<file path="src/hw/rtl/msgcm_pkg.sv">
package msgcm_pkg;

    localparam int STOP_SLOTS_DEF = 4;
    localparam int FRAC_BITS_DEF  = 16;

    localparam int POS_W   = 17;
    localparam int COLOR_W = 24;
    localparam int CHAN_W  = 8;
    localparam int STOP_W  = POS_W + COLOR_W;
    localparam int COUNT_W = 3;

    localparam int IN_TDATA_W  = 24;
    localparam int OUT_TDATA_W = 24;

    localparam int QUEUE_DEPTH = 2;

    // register indexes on the config port
    localparam int CFG_STOP_COUNT = 0;
    localparam int CFG_STOP_BASE  = 1;

    localparam logic [COUNT_W-1:0] COUNT_RESET    = 3'd2;
    localparam logic [STOP_W-1:0]  STOP_RESET_ONE = {17'h10000, 24'hFFFFFF};
    localparam logic [STOP_W-1:0]  STOP_RESET_ANY = '0;
    localparam logic [COLOR_W-1:0] COLOR_WHITE    = 24'hFFFFFF;

    typedef enum logic [1:0] {
        BK_IDLE,
        BK_DIV,
        BK_MIX,
        BK_HOLD
    } back_state_t;

    // one classified request between front and back
    typedef struct packed {
        logic               interp;
        logic [COLOR_W-1:0] color_a;
        logic [COLOR_W-1:0] color_b;
        logic [POS_W-1:0]   num;
        logic [POS_W-1:0]   span;
    } msgcm_item_t;

endpackage

</file>
<file path="src/hw/rtl/multi_stop_gradient_color_map.sv">
// channel   dir  handshake                  payload
// config    in   cfg_we                     cfg_index, cfg_wdata (stop_count, stop_0..)
// density   in   s_tvalid / s_tready        s_tdata[16:0] density
// color     out  m_tvalid / m_tready        m_tdata[23:0] red, green, blue
//
// a density outside the gradient, on a zero-width segment or with no match
// goes straight to the output register; an interpolated one first passes
// the restoring divider, which produces one fraction bit per cycle, and then the mixer
// aresetn (synchronous, active low) loads the default stops and empties the queue
// a two-entry queue takes up to two densities while the result side is stalled
module multi_stop_gradient_color_map
    import msgcm_pkg::*;
#(
    parameter int STOP_SLOTS = STOP_SLOTS_DEF,
    parameter int FRAC_BITS  = FRAC_BITS_DEF
) (
    input  logic                            aclk,
    input  logic                            aresetn,
    input  logic                            cfg_we,
    input  logic [$clog2(STOP_SLOTS+1)-1:0] cfg_index,
    input  logic [STOP_W-1:0]               cfg_wdata,
    input  logic                            s_tvalid,
    output logic                            s_tready,
    input  logic [IN_TDATA_W-1:0]           s_tdata,  // [16:0] density
    output logic                            m_tvalid,
    input  logic                            m_tready,
    output logic [OUT_TDATA_W-1:0]          m_tdata   // [7:0] red, [15:8] green, [23:16] blue
);

    logic        push_valid, push_ready;
    msgcm_item_t push_item;
    logic        pop_valid, pop_ready;
    msgcm_item_t pop_item;

    msgcm_front #(
        .STOP_SLOTS (STOP_SLOTS)
    ) u_front (
        .aclk       (aclk),
        .aresetn    (aresetn),
        .cfg_we     (cfg_we),
        .cfg_index  (cfg_index),
        .cfg_wdata  (cfg_wdata),
        .s_tvalid   (s_tvalid),
        .s_tready   (s_tready),
        .density    (s_tdata[POS_W-1:0]),
        .push_ready (push_ready),
        .push_valid (push_valid),
        .push_item  (push_item)
    );

    msgcm_queue u_queue (
        .aclk       (aclk),
        .aresetn    (aresetn),
        .push_valid (push_valid),
        .push_ready (push_ready),
        .push_item  (push_item),
        .pop_valid  (pop_valid),
        .pop_ready  (pop_ready),
        .pop_item   (pop_item)
    );

    msgcm_back #(
        .FRAC_BITS (FRAC_BITS)
    ) u_back (
        .aclk      (aclk),
        .aresetn   (aresetn),
        .pop_valid (pop_valid),
        .pop_ready (pop_ready),
        .pop_item  (pop_item),
        .m_tvalid  (m_tvalid),
        .m_tready  (m_tready),
        .m_tdata   (m_tdata)
    );

endmodule

</file>
<file path="src/hw/rtl/msgcm_front.sv">
module msgcm_front
    import msgcm_pkg::*;
#(
    parameter int STOP_SLOTS = STOP_SLOTS_DEF
) (
    input  logic                              aclk,
    input  logic                              aresetn,
    input  logic                              cfg_we,
    input  logic [$clog2(STOP_SLOTS+1)-1:0]   cfg_index,
    input  logic [STOP_W-1:0]                 cfg_wdata,
    input  logic                              s_tvalid,
    output logic                              s_tready,
    input  logic [POS_W-1:0]                  density,
    input  logic                              push_ready,
    output logic                              push_valid,
    output msgcm_item_t                       push_item
);

    localparam int IDX_W  = $clog2(STOP_SLOTS + 1);
    localparam int SLOT_W = $clog2(STOP_SLOTS);

    logic [COUNT_W-1:0] count_reg;
    logic [STOP_W-1:0]  stop_reg [STOP_SLOTS];

    logic [POS_W-1:0]   pos   [STOP_SLOTS];
    logic [COLOR_W-1:0] color [STOP_SLOTS];

    logic [COUNT_W-1:0] n_used;
    logic [COUNT_W-1:0] last_cnt;
    logic [SLOT_W-1:0]  last_slot;

    logic               seg_found;
    logic [POS_W-1:0]   seg_p0;
    logic [POS_W-1:0]   seg_p1;
    logic [COLOR_W-1:0] seg_ca;
    logic [COLOR_W-1:0] seg_cb;
    logic [POS_W-1:0]   seg_span;

    always_ff @(posedge aclk) begin
        if (!aresetn) begin
            count_reg <= COUNT_RESET;
            for (int i = 0; i < STOP_SLOTS; i++) begin
                stop_reg[i] <= (i == 1) ? STOP_RESET_ONE : STOP_RESET_ANY;
            end
        end else if (cfg_we) begin
            if (cfg_index == IDX_W'(CFG_STOP_COUNT)) begin
                count_reg <= cfg_wdata[COUNT_W-1:0];
            end
            for (int i = 0; i < STOP_SLOTS; i++) begin
                if (cfg_index == IDX_W'(CFG_STOP_BASE + i)) begin
                    stop_reg[i] <= cfg_wdata;
                end
            end
        end
    end

    always_comb begin
        for (int i = 0; i < STOP_SLOTS; i++) begin
            pos[i]   = stop_reg[i][STOP_W-1:COLOR_W];
            color[i] = stop_reg[i][COLOR_W-1:0];
        end
    end

    // clamp the stop count into 1..STOP_SLOTS
    always_comb begin
        if (count_reg == '0) begin
            n_used = COUNT_W'(1);
        end else if (count_reg > COUNT_W'(STOP_SLOTS)) begin
            n_used = COUNT_W'(STOP_SLOTS);
        end else begin
            n_used = count_reg;
        end
        last_cnt  = n_used - COUNT_W'(1);
        last_slot = last_cnt[SLOT_W-1:0];
    end

    // lowest matching segment wins, so scan from the top down
    always_comb begin
        seg_found = 1'b0;
        seg_p0    = pos[0];
        seg_p1    = pos[0];
        seg_ca    = color[0];
        seg_cb    = color[0];
        for (int i = STOP_SLOTS - 2; i >= 0; i--) begin
            if ((COUNT_W'(i) < last_cnt) && (pos[i] <= density) && (density <= pos[i+1])) begin
                seg_found = 1'b1;
                seg_p0    = pos[i];
                seg_p1    = pos[i+1];
                seg_ca    = color[i];
                seg_cb    = color[i+1];
            end
        end
        seg_span = seg_p1 - seg_p0;
    end

    always_comb begin
        push_item         = '0;
        push_item.color_a = COLOR_WHITE;
        if (density <= pos[0]) begin
            push_item.color_a = color[0];
        end else if (density >= pos[last_slot]) begin
            push_item.color_a = color[last_slot];
        end else if (seg_found) begin
            push_item.color_a = seg_ca;
            if (seg_span != '0) begin
                push_item.interp  = 1'b1;
                push_item.color_b = seg_cb;
                push_item.num     = density - seg_p0;
                push_item.span    = seg_span;
            end
        end
    end

    assign push_valid = s_tvalid;
    assign s_tready   = push_ready;

endmodule

</file>
<file path="src/hw/rtl/msgcm_queue.sv">
module msgcm_queue
    import msgcm_pkg::*;
(
    input  logic        aclk,
    input  logic        aresetn,
    input  logic        push_valid,
    output logic        push_ready,
    input  msgcm_item_t push_item,
    output logic        pop_valid,
    input  logic        pop_ready,
    output msgcm_item_t pop_item
);

    localparam int AW = $clog2(QUEUE_DEPTH);

    msgcm_item_t     mem_reg [QUEUE_DEPTH];
    logic [AW-1:0]   wr_ptr_reg, wr_ptr_next;
    logic [AW-1:0]   rd_ptr_reg, rd_ptr_next;
    logic [AW:0]     count_reg, count_next;
    logic            do_push, do_pop;

    assign push_ready = (count_reg != (AW+1)'(QUEUE_DEPTH));
    assign pop_valid  = (count_reg != '0);
    assign pop_item   = mem_reg[rd_ptr_reg];

    assign do_push = push_valid && push_ready;
    assign do_pop  = pop_valid && pop_ready;

    always_comb begin
        wr_ptr_next = wr_ptr_reg;
        rd_ptr_next = rd_ptr_reg;
        count_next  = count_reg;
        if (do_push) begin
            wr_ptr_next = (wr_ptr_reg == AW'(QUEUE_DEPTH - 1)) ? '0 : wr_ptr_reg + AW'(1);
        end
        if (do_pop) begin
            rd_ptr_next = (rd_ptr_reg == AW'(QUEUE_DEPTH - 1)) ? '0 : rd_ptr_reg + AW'(1);
        end
        if (do_push && !do_pop) begin
            count_next = count_reg + (AW+1)'(1);
        end else if (do_pop && !do_push) begin
            count_next = count_reg - (AW+1)'(1);
        end
    end

    always_ff @(posedge aclk) begin
        if (!aresetn) begin
            wr_ptr_reg <= '0;
            rd_ptr_reg <= '0;
            count_reg  <= '0;
        end else begin
            wr_ptr_reg <= wr_ptr_next;
            rd_ptr_reg <= rd_ptr_next;
            count_reg  <= count_next;
        end
    end

    always_ff @(posedge aclk) begin
        if (do_push) begin
            mem_reg[wr_ptr_reg] <= push_item;
        end
    end

endmodule

</file>
<file path="src/hw/rtl/msgcm_back.sv">
module msgcm_back
    import msgcm_pkg::*;
#(
    parameter int FRAC_BITS = FRAC_BITS_DEF
) (
    input  logic                   aclk,
    input  logic                   aresetn,
    input  logic                   pop_valid,
    output logic                   pop_ready,
    input  msgcm_item_t            pop_item,
    output logic                   m_tvalid,
    input  logic                   m_tready,
    output logic [OUT_TDATA_W-1:0] m_tdata
);

    localparam int QUO_W = FRAC_BITS + 1;
    localparam int CNT_W = $clog2(FRAC_BITS + 1);
    localparam int ACC_W = CHAN_W + QUO_W;
    localparam logic [QUO_W-1:0] FRAC_ONE = {1'b1, {FRAC_BITS{1'b0}}};

    back_state_t        state_reg, state_next;
    logic [CNT_W-1:0]   cnt_reg, cnt_next;
    logic [POS_W-1:0]   rem_reg, rem_next;
    logic [POS_W-1:0]   span_reg, span_next;
    logic [QUO_W-1:0]   quo_reg, quo_next;
    logic [COLOR_W-1:0] ca_reg, ca_next;
    logic [COLOR_W-1:0] cb_reg, cb_next;
    logic [COLOR_W-1:0] out_reg, out_next;

    logic [POS_W:0]     trial;
    logic [POS_W:0]     diff;
    logic               ge;

    function automatic logic [CHAN_W-1:0] mix(input logic [CHAN_W-1:0] a,
                                              input logic [CHAN_W-1:0] b,
                                              input logic [QUO_W-1:0]  f);
        logic [QUO_W-1:0] inv;
        logic [ACC_W-1:0] acc;
        inv = FRAC_ONE - f;
        acc = ACC_W'(a) * ACC_W'(inv) + ACC_W'(b) * ACC_W'(f);
        return acc[FRAC_BITS +: CHAN_W];
    endfunction

    // restoring division, one quotient bit per cycle; the first step takes
    // the integer bit, which is one only at the segment end
    always_comb begin
        trial = (cnt_reg == '0) ? {1'b0, rem_reg} : {rem_reg, 1'b0};
        diff  = trial - {1'b0, span_reg};
        ge    = (trial >= {1'b0, span_reg});
    end

    always_comb begin
        state_next = state_reg;
        cnt_next   = cnt_reg;
        rem_next   = rem_reg;
        span_next  = span_reg;
        quo_next   = quo_reg;
        ca_next    = ca_reg;
        cb_next    = cb_reg;
        out_next   = out_reg;
        pop_ready  = 1'b0;
        m_tvalid   = 1'b0;
        case (state_reg)
            BK_IDLE: begin
                pop_ready = 1'b1;
                if (pop_valid) begin
                    ca_next = pop_item.color_a;
                    cb_next = pop_item.color_b;
                    if (pop_item.interp) begin
                        rem_next   = pop_item.num;
                        span_next  = pop_item.span;
                        quo_next   = '0;
                        cnt_next   = '0;
                        state_next = BK_DIV;
                    end else begin
                        out_next   = pop_item.color_a;
                        state_next = BK_HOLD;
                    end
                end
            end
            BK_DIV: begin
                rem_next = ge ? diff[POS_W-1:0] : trial[POS_W-1:0];
                quo_next = {quo_reg[QUO_W-2:0], ge};
                cnt_next = cnt_reg + CNT_W'(1);
                if (cnt_reg == CNT_W'(FRAC_BITS)) begin
                    state_next = BK_MIX;
                end
            end
            BK_MIX: begin
                out_next = {mix(ca_reg[23:16], cb_reg[23:16], quo_reg),
                            mix(ca_reg[15:8],  cb_reg[15:8],  quo_reg),
                            mix(ca_reg[7:0],   cb_reg[7:0],   quo_reg)};
                state_next = BK_HOLD;
            end
            BK_HOLD: begin
                m_tvalid = 1'b1;
                if (m_tready) begin
                    state_next = BK_IDLE;
                end
            end
            default: begin
                state_next = BK_IDLE;
            end
        endcase
    end

    always_ff @(posedge aclk) begin
        if (!aresetn) begin
            state_reg <= BK_IDLE;
        end else begin
            state_reg <= state_next;
        end
    end

    always_ff @(posedge aclk) begin
        cnt_reg  <= cnt_next;
        rem_reg  <= rem_next;
        span_reg <= span_next;
        quo_reg  <= quo_next;
        ca_reg   <= ca_next;
        cb_reg   <= cb_next;
        out_reg  <= out_next;
    end

    // red in the low byte, then green, then blue
    assign m_tdata = {out_reg[7:0], out_reg[15:8], out_reg[23:16]};

endmodule

</file>
<file path="config.mk">
export PLATFORM = sky130hd
export DESIGN_NAME = multi_stop_gradient_color_map
export DESIGN_NICKNAME = d
export VERILOG_FILES = /design/src/hw/rtl/msgcm_pkg.sv /design/src/hw/rtl/multi_stop_gradient_color_map.sv /design/src/hw/rtl/msgcm_front.sv /design/src/hw/rtl/msgcm_queue.sv /design/src/hw/rtl/msgcm_back.sv
export SDC_FILE = /design/constraint.sdc
export NUM_CORES = 2
export LEC_CHECK = 0
export BUFFER_PORTS_ARGS = -buffer_cell sky130_fd_sc_hd__buf_2
export CAP_MARGIN = 20
export CORE_MARGIN = 4
export CORE_UTILIZATION = 58
export DETAILED_ROUTE_END_ITERATION = 8
export HOLD_SLACK_MARGIN = 0.1
export PLACE_DENSITY = 0.79
export SLEW_MARGIN = 5
export SYNTH_ARGS = -nofsm -noshare
export SYNTH_HDL_FRONTEND = slang
export SYNTH_SLANG_ARGS = --single-unit
</file>
<file path="constraint.sdc">
create_clock -name aclk -period 9.8 [get_ports aclk]
set_clock_uncertainty 0.1 [all_clocks]
set_input_delay 0.98 -clock aclk [delete_from_list [all_inputs] [get_ports aclk]]
set_output_delay 0.98 -clock aclk [all_outputs]
set_load 0.05 [all_outputs]
</file>
After elaboration in Yosys (flattened, before gate mapping)
Memory sizes are Yosys's and may differ from the RTL's. A register that Yosys moved wholly into a read port is not among the register bits.
Cells that the tools add are included.
{ "totals": {"register_bits": 137, "mem_bits_rw": 330, "inputBits": 73, "output_inout_bits": 26, "word_cells": 175, "mem_count": 2} }
{ "memory_table": {"columns": ["name", "words", "width", "rd", "rd_clocked_by_memory_dff", "wr", "line_no", "rtl"], "rows": [
  ["u_queue.mem_reg", 2, 83, 1, 1, 1, "msgcm_queue.sv:16", "msgcm_item_t mem_reg [QUEUE_DEPTH];"],
  ["u_front.stop_reg", 4, 41, 4, 0, 4, "msgcm_front.sv:23", "logic [STOP_W-1:0] stop_reg [STOP_SLOTS];"]
]} }
{ "classes": {"addsub": 13, "mul": 6, "order_cmp": 14, "n_eq_ne": 14, "n_mux": 82, "bitwise_logic": 5, "reduce_logical": 27} }
{ "op_table": {"columns": ["cell", "count"], "rows": [
  ["2-to-1 mux 24 bit", 12],
  ["2-to-1 mux 17 bit", 13],
  ["2-to-1 mux 58 bit", 3],
  ["2-to-1 mux 41 bit", 4],
  ["multiplier 8 x 17 -> 24 bit", 6],
  ["less-or-equal comparator 17 bit", 7],
  ["2-to-1 mux 83 bit", 1],
  ["adder 24 bit", 3],
  ["case mux 17 bit (2 select lines)", 2],
  ["subtractor 17 bit", 3],
  ["binary-select mux 24 bit (select 2 bit)", 1],
  ["case mux 24 bit (2 select lines)", 1],
  ["binary-select mux 17 bit (select 2 bit)", 1],
  ["2-to-1 mux 1 bit", 31],
  [">= comparator 18 x 17 -> 1 bit", 1],
  ["2-to-1 mux 18 bit", 1],
  [">= comparator 17 bit", 1],
  ["nonzero test 17 bit", 1],
  ["subtractor 17 bit, first input constant", 1],
  ["2-to-1 mux 2 bit", 6],
  ["AND reduction 3 bit", 4],
  ["logical AND 1 bit", 10],
  ["2-to-1 mux 5 bit", 2],
  ["inequality test 2 bit, second input constant", 5],
  ["27 further kinds", 41]
]} }

Logic depth before layout (Yosys ltp)
{ "logic_depth": {"ltp_word": 16, "mapped_depth": 31, "mapped_depth_nobuf": 29} }

By module
Synthesis repeated with hierarchy kept, for this count alone.
{ "unflattened": {"hier_cells": 4984, "hier_area_um2": 50619.8} }
{ "modules_own_cells": {"columns": ["module", "instances", "cells_each", "area_each_um2", "seq_area_each_um2"], "rows": [
  ["msgcm_back", 1, 3195, 30365.4, 3883.7],
  ["msgcm_front", 1, 1507, 14029.7, 4984.8],
  ["msgcm_queue", 1, 282, 6224.7, 5084.9]
]} }

Worst setup path before layout
No wires, ideal clock.
{ "synth_timing": {"kind": "register to register", "start": "register u_back.quo_reg[7]", "end": "register u_back.out_reg[23] (data pin)", "setup_ns": 0.270, "t_arrival_ns": 7.338, "required_ns": 9.430, "slack_ns": 2.091, "stages_incl_launch_ff": 28, "path_buffers": 2, "period_less_slack_ns": 7.709, "cell_sequence": "edfxtp_1 clkbuf_1 or4_1 nor2_1 nand3_1 nor3_1 xnor2_1 clkbuf_1 nand2_1 fa_1 fa_1 fa_1 fa_1 inv_1 fa_1 inv_1 fa_1 inv_1 ha_1 a21o_1 a211o_1 a2111oi_0 nor3_1 o31ai_1 o21bai_1 a21oi_1 xnor2_1 a21oi_1"} }
{ "synth_between": {"elab_chain_len": 4, "word_cells_on_any_way": 5, "cone_classes": "add/sub: 2; mul: 2; mux: 1"} }
{ "synth_lines": {"columns": ["item", "line_no", "rtl"], "rows": [
  ["from (decl)", "msgcm_back.sv:25", "logic [QUO_W-1:0] quo_reg, quo_next;"],
  ["from (signal assigned)", "msgcm_back.sv:119", "quo_reg <= quo_next;"],
  ["subtractor 17 bit", "msgcm_back.sv:39", "inv = FRAC_ONE - f;"],
  ["multiplier 8 x 17 -> 24 bit", "msgcm_back.sv:40", "acc = ACC_W'(a) * ACC_W'(inv) + ACC_W'(b) * ACC_W'(f);"],
  ["adder 24 bit (*)", "msgcm_back.sv:40", null],
  ["case mux 24 bit (2 select lines) (*)", "msgcm_back.sv:63", "case (state_reg)"],
  ["named net u_back.out_next[23]", "msgcm_back.sv:28", "logic [COLOR_W-1:0] out_reg, out_next;"],
  ["to (signal assigned)", "msgcm_back.sv:122", "out_reg <= out_next;"],
  ["to (decl)", "msgcm_back.sv:28", null]
]} }
Mark *: on every way through the listed nets, which the timed path passes. The rest lies on a longest branch.
A chain may end at the register's enable or synchronous reset.

Worst setup path after layout
{ "layout_timing": {"start": "register u_back.quo_reg[6]", "end": "register u_back.out_reg[23] (data pin)"} }
The elaborated chain is that of the path after synthesis.

==> impl.org <==
** Setup path
- Along the worst path, the maximum fanout reaches 16.
- The worst setup path is of the reg -> reg kind.
- Setup slack on the worst reg-to-reg path comes out at 1.13 ns.
- STA classifies the critical path startpoint as a flip-flop.
- CP Data Required Time :: 10.02 ns
- Worst EP arrival :: 8.88 ns
- Worst setup EP type :: flip-flop

** Clock network
- Cell at the root of the clock tree :: clkbuf_16
- Hold repair after CTS inserted 0 buffers.
- After clock tree synthesis, the clock-pin slew on the worst setup and hold paths is 0.07 ns.
- Clock tree synthesis inserted a total of 47 buffers.
- TritonCTS built the clock tree.
- Clock Sink Count :: 468
- Level count of the clock H-tree :: 2
- Worst-skew pair later-pin latency :: 0.59 ns
- Number of gates resized after cts :: 0
- Worst-case clock buffer depth :: 3
- In this run the post-CTS setup repair buffer count came out at 0.

** Layout
- The register with the most flip-flops in the layout has 166 of them.
- Fill cells in the final layout number 6,785.
- Leading cell type in the layout, fill and taps excluded :: inv_1
- Once layout is complete, the utilization of the core stands at 0.623.
- Design area :: 53,000 um^2
- Most used cells in the layout excluding fill and tap cells :: 844 x inv_1, 657 x fa_1, 540 x nand2_1
- Number of nets in the final layout :: 5,896
- Final standard cell count with taps included and fillers excluded :: 6,008
- Relative to the synthesized area, the layout overhead comes to 6.64%.
- Layout cells sized above 1 :: 0.0849

** Timing
- Sum of negative setup slack :: 0 ns
- At the pin with the least slew margin, the transition time is 1.19 ns.
- Derived from the worst setup path, the maximum achievable clock frequency is 115 MHz.
- The count of final hold-check violations is 0.
- Number of max-slew violations in the final report :: 0
- Number of endpoints failing setup at the final stage :: 0
- Setup repair after global routing left no endpoint under its margin.
- The worst pin sits at a relative slew slack of 0.208.
- Of the available clock period, the critical path in the final layout requires 0.884.
- Shortest clock period the worst path allows after layout :: 8.67 ns

** Synthesis
- Among all flip-flop cells after synthesis, the most frequent one is edfxtp_1.
- Mapped cell area :: 49,700 um^2
- The fraction of the mapped netlist area in compound gates is 0.0706.
- For this run, the register share of the synthesized area comes to 0.281.
- Cell type with the highest aggregate area in the netlist :: edfxtp_1
- In the synthesized netlist, the number of instances is 4,877.
- Cell types with the largest area share after synthesis :: edfxtp_1 28%, fa_1 26%, ha_1 8.5%
- Count of different cell masters after synthesis :: 76
- Number of synthesized flops with an enable pin :: 458
- Multiplexer share of the synthesized area :: 0.0488
- The average instance in the mapped netlist occupies 10.2 um^2.
- Of the total synthesized cell area, the portion taken by full adders, half adders and majority gates is 0.350.
- In the synthesized netlist the async set-or-reset flop fraction comes to 0.
- Count of warnings emitted by yosys :: 0
- Of the total synthesized cell area, the portion taken by AND, OR, NAND and NOR gates is 0.149.
- Of the total synthesized cell area, the portion taken by XOR and XNOR cells is 0.0176.
- Synthesized net count :: 5,945
- Share of Yosys cell area claimed by the top area cell type :: 0.276
- After synthesis the netlist holds a flip-flop and latch count of 468.
- Largest family of logic cells by synthesized area :: adder cells

** Floorplan
- The core region is 85,100 um^2.
- The die covers 90,500 um^2.
- Number of top-level design ports :: 99
- Die X :: 301 um
- After floorplanning, the core was divided into 107 placement rows.
- Measured along the y axis, the die boundary spans 301 um.
- Initial cell density of the core :: 0.584

** Routing
- Met1 WL :: 45.4 mm
- Initial DRC Count :: 2,853
- Amount of wire on met3 after detailed routing :: 8.65 mm
- Number of routed nets with antenna violations :: 0
- After detailed routing, no signal wire sits above met4.
- In the final routed layout, each cell accounts on average for 19.2 um.
- In the routed design, unresolved DRC markers number 0.
- Detailed-route wire length :: 115 mm
- Router iterations before antenna repair :: 6
- Met2 wirelength from detailed routing :: 57.4 mm
- For this block, the via count after detailed routing is 34,876.
- After detailed routing, the number of vias per cell comes to 5.80.

** GRT
- Aggregate global routing overflow :: 0
- Pin count of the biggest net entering global routing :: 72
- The via count of the first global-routing pass was 36,803.
- Wire length of the first global-routing pass :: 190 mm
- Across every metal layer, demand over resource in global routing totals 0.262.
- The initial antenna violation count is 1.

** Hold path
- The path class of the tightest hold or removal check is reg -> reg.

** Job
- Number of max-capacitance violations reported :: 0

** Placed design
- Buffers placed on the I/O ports in this run total 91.
- Summing all placed instances gives a cell area of 51,400 um^2.
- Number of cells after detailed placement :: 5,920
- Placer Congestion :: 0.955
- Estimated wirelength of the detail-placed design :: 84.0 mm

** Run status
- The run finished with clean final reports.
stage by stage:
step | hold WS (ns) | setup slack (ns)
after global placement | 0.380 | 1.37
after detailed placement | 0.387 | 1.27
after floorplan | 0.365 | 2.09
after CTS | 0.402 | 1.22
after global routing | 0.453 | 0.656
final | 0.407 | 1.13
synth_stat cells (5+ instances only):
| cell | instances |
|---|---|
| a21boi_0 | 5 |
| nand4_1 | 24 |
| mux2_2 | 84 |
| nand2b_1 | 40 |
| o21bai_1 | 8 |
| and2_1 | 533 |
| nand3_1 | 25 |
| xor2_1 | 29 |
| mux2i_1 | 56 |
| a31oi_1 | 8 |
| and3_1 | 12 |
| a211oi_1 | 47 |
| o21ai_0 | 113 |
| nor3b_1 | 6 |
| or3_1 | 10 |
| nor2b_1 | 26 |
| edfxtp_1 | 458 |
| xnor2_1 | 71 |
| fa_1 | 657 |
| nor2_1 | 198 |
| o21a_1 | 20 |
| a21oi_1 | 163 |
| or2_2 | 6 |
| dfxtp_1 | 10 |
| a211o_1 | 6 |
| o211ai_1 | 20 |
| ha_1 | 338 |
| o22ai_1 | 43 |
| a221o_1 | 6 |
| a21o_1 | 28 |
| mux4_2 | 41 |
| nor4_1 | 12 |
| clkbuf_1 | 226 |
| nor3_1 | 37 |
| nand2_1 | 541 |
| buf_1 | 19 |
| o221ai_1 | 27 |
| inv_1 | 845 |
cell type report:
| class | instances | area [um^2] | share of cell area |
|---|---|---|---|
| multi-input cells | 3312 | 32000 | 0.602 |
| flip-flops and latches | 468 | 14000 | 0.263 |
| inverters | 846 | 3180 | 0.0599 |
| well taps | 1144 | 1430 | 0.0270 |
| clock buffers | 50 | 1200 | 0.0226 |
| repair buffers | 153 | 961 | 0.0181 |
| clock inverters | 34 | 362 | 0.00682 |
| diodes | 1 | 2.50 | 0.0000472 |
cell families after synthesis:
group,count (synthesis)
simple gates,1487
compound gates,545
flops,468
buf+inv,1097
xor+xnor,100
mux,181
fa+ha+maj,999
final timing paths:
kind                   endpoint  cells after the start          startpoint
min                   flip-flop                      2  u_queue.rd_ptr_reg
max reg2reg  u_back.out_reg[23]                     27   u_back.quo_reg[6]
min reg2reg           flip-flop                      2  u_queue.rd_ptr_reg
max          u_back.out_reg[23]                     27   u_back.quo_reg[6]
per-layer routing:
metal | GRT usage | vias to the layer above
met3 | 0.0336 | 260
li1 | - | 15629
met2 | 0.451 | 1468
met4 | 0.0830 | 0
met5 | 0 | -
met1 | 0.348 | 17519
critical path: stages (launching register included):
cell	delay [ns]
edfxtp_1	0.40
or4_1	0.53
nor2_1	0.13
nand3_1	0.25
nor3_1	0.34
xnor2_2	0.33
buf_4	0.40
nand2_1	0.12
fa_1	0.55
fa_1	0.57
fa_1	0.45
fa_1	0.54
inv_1	0.05
fa_1	0.48
inv_1	0.05
fa_1	0.47
inv_1	0.04
ha_1	0.27
a21o_1	0.16
a211o_1	0.29
a2111oi_0	0.42
buf_4	0.21
nor3_1	0.07
o31ai_1	0.49
o21bai_1	0.17
a21oi_1	0.23
xnor2_1	0.16
a21oi_1	0.10
Power is left out: the tool's default activity adds up to more than one toggle a clock period on the data nets, which glitch-free logic cannot reach.
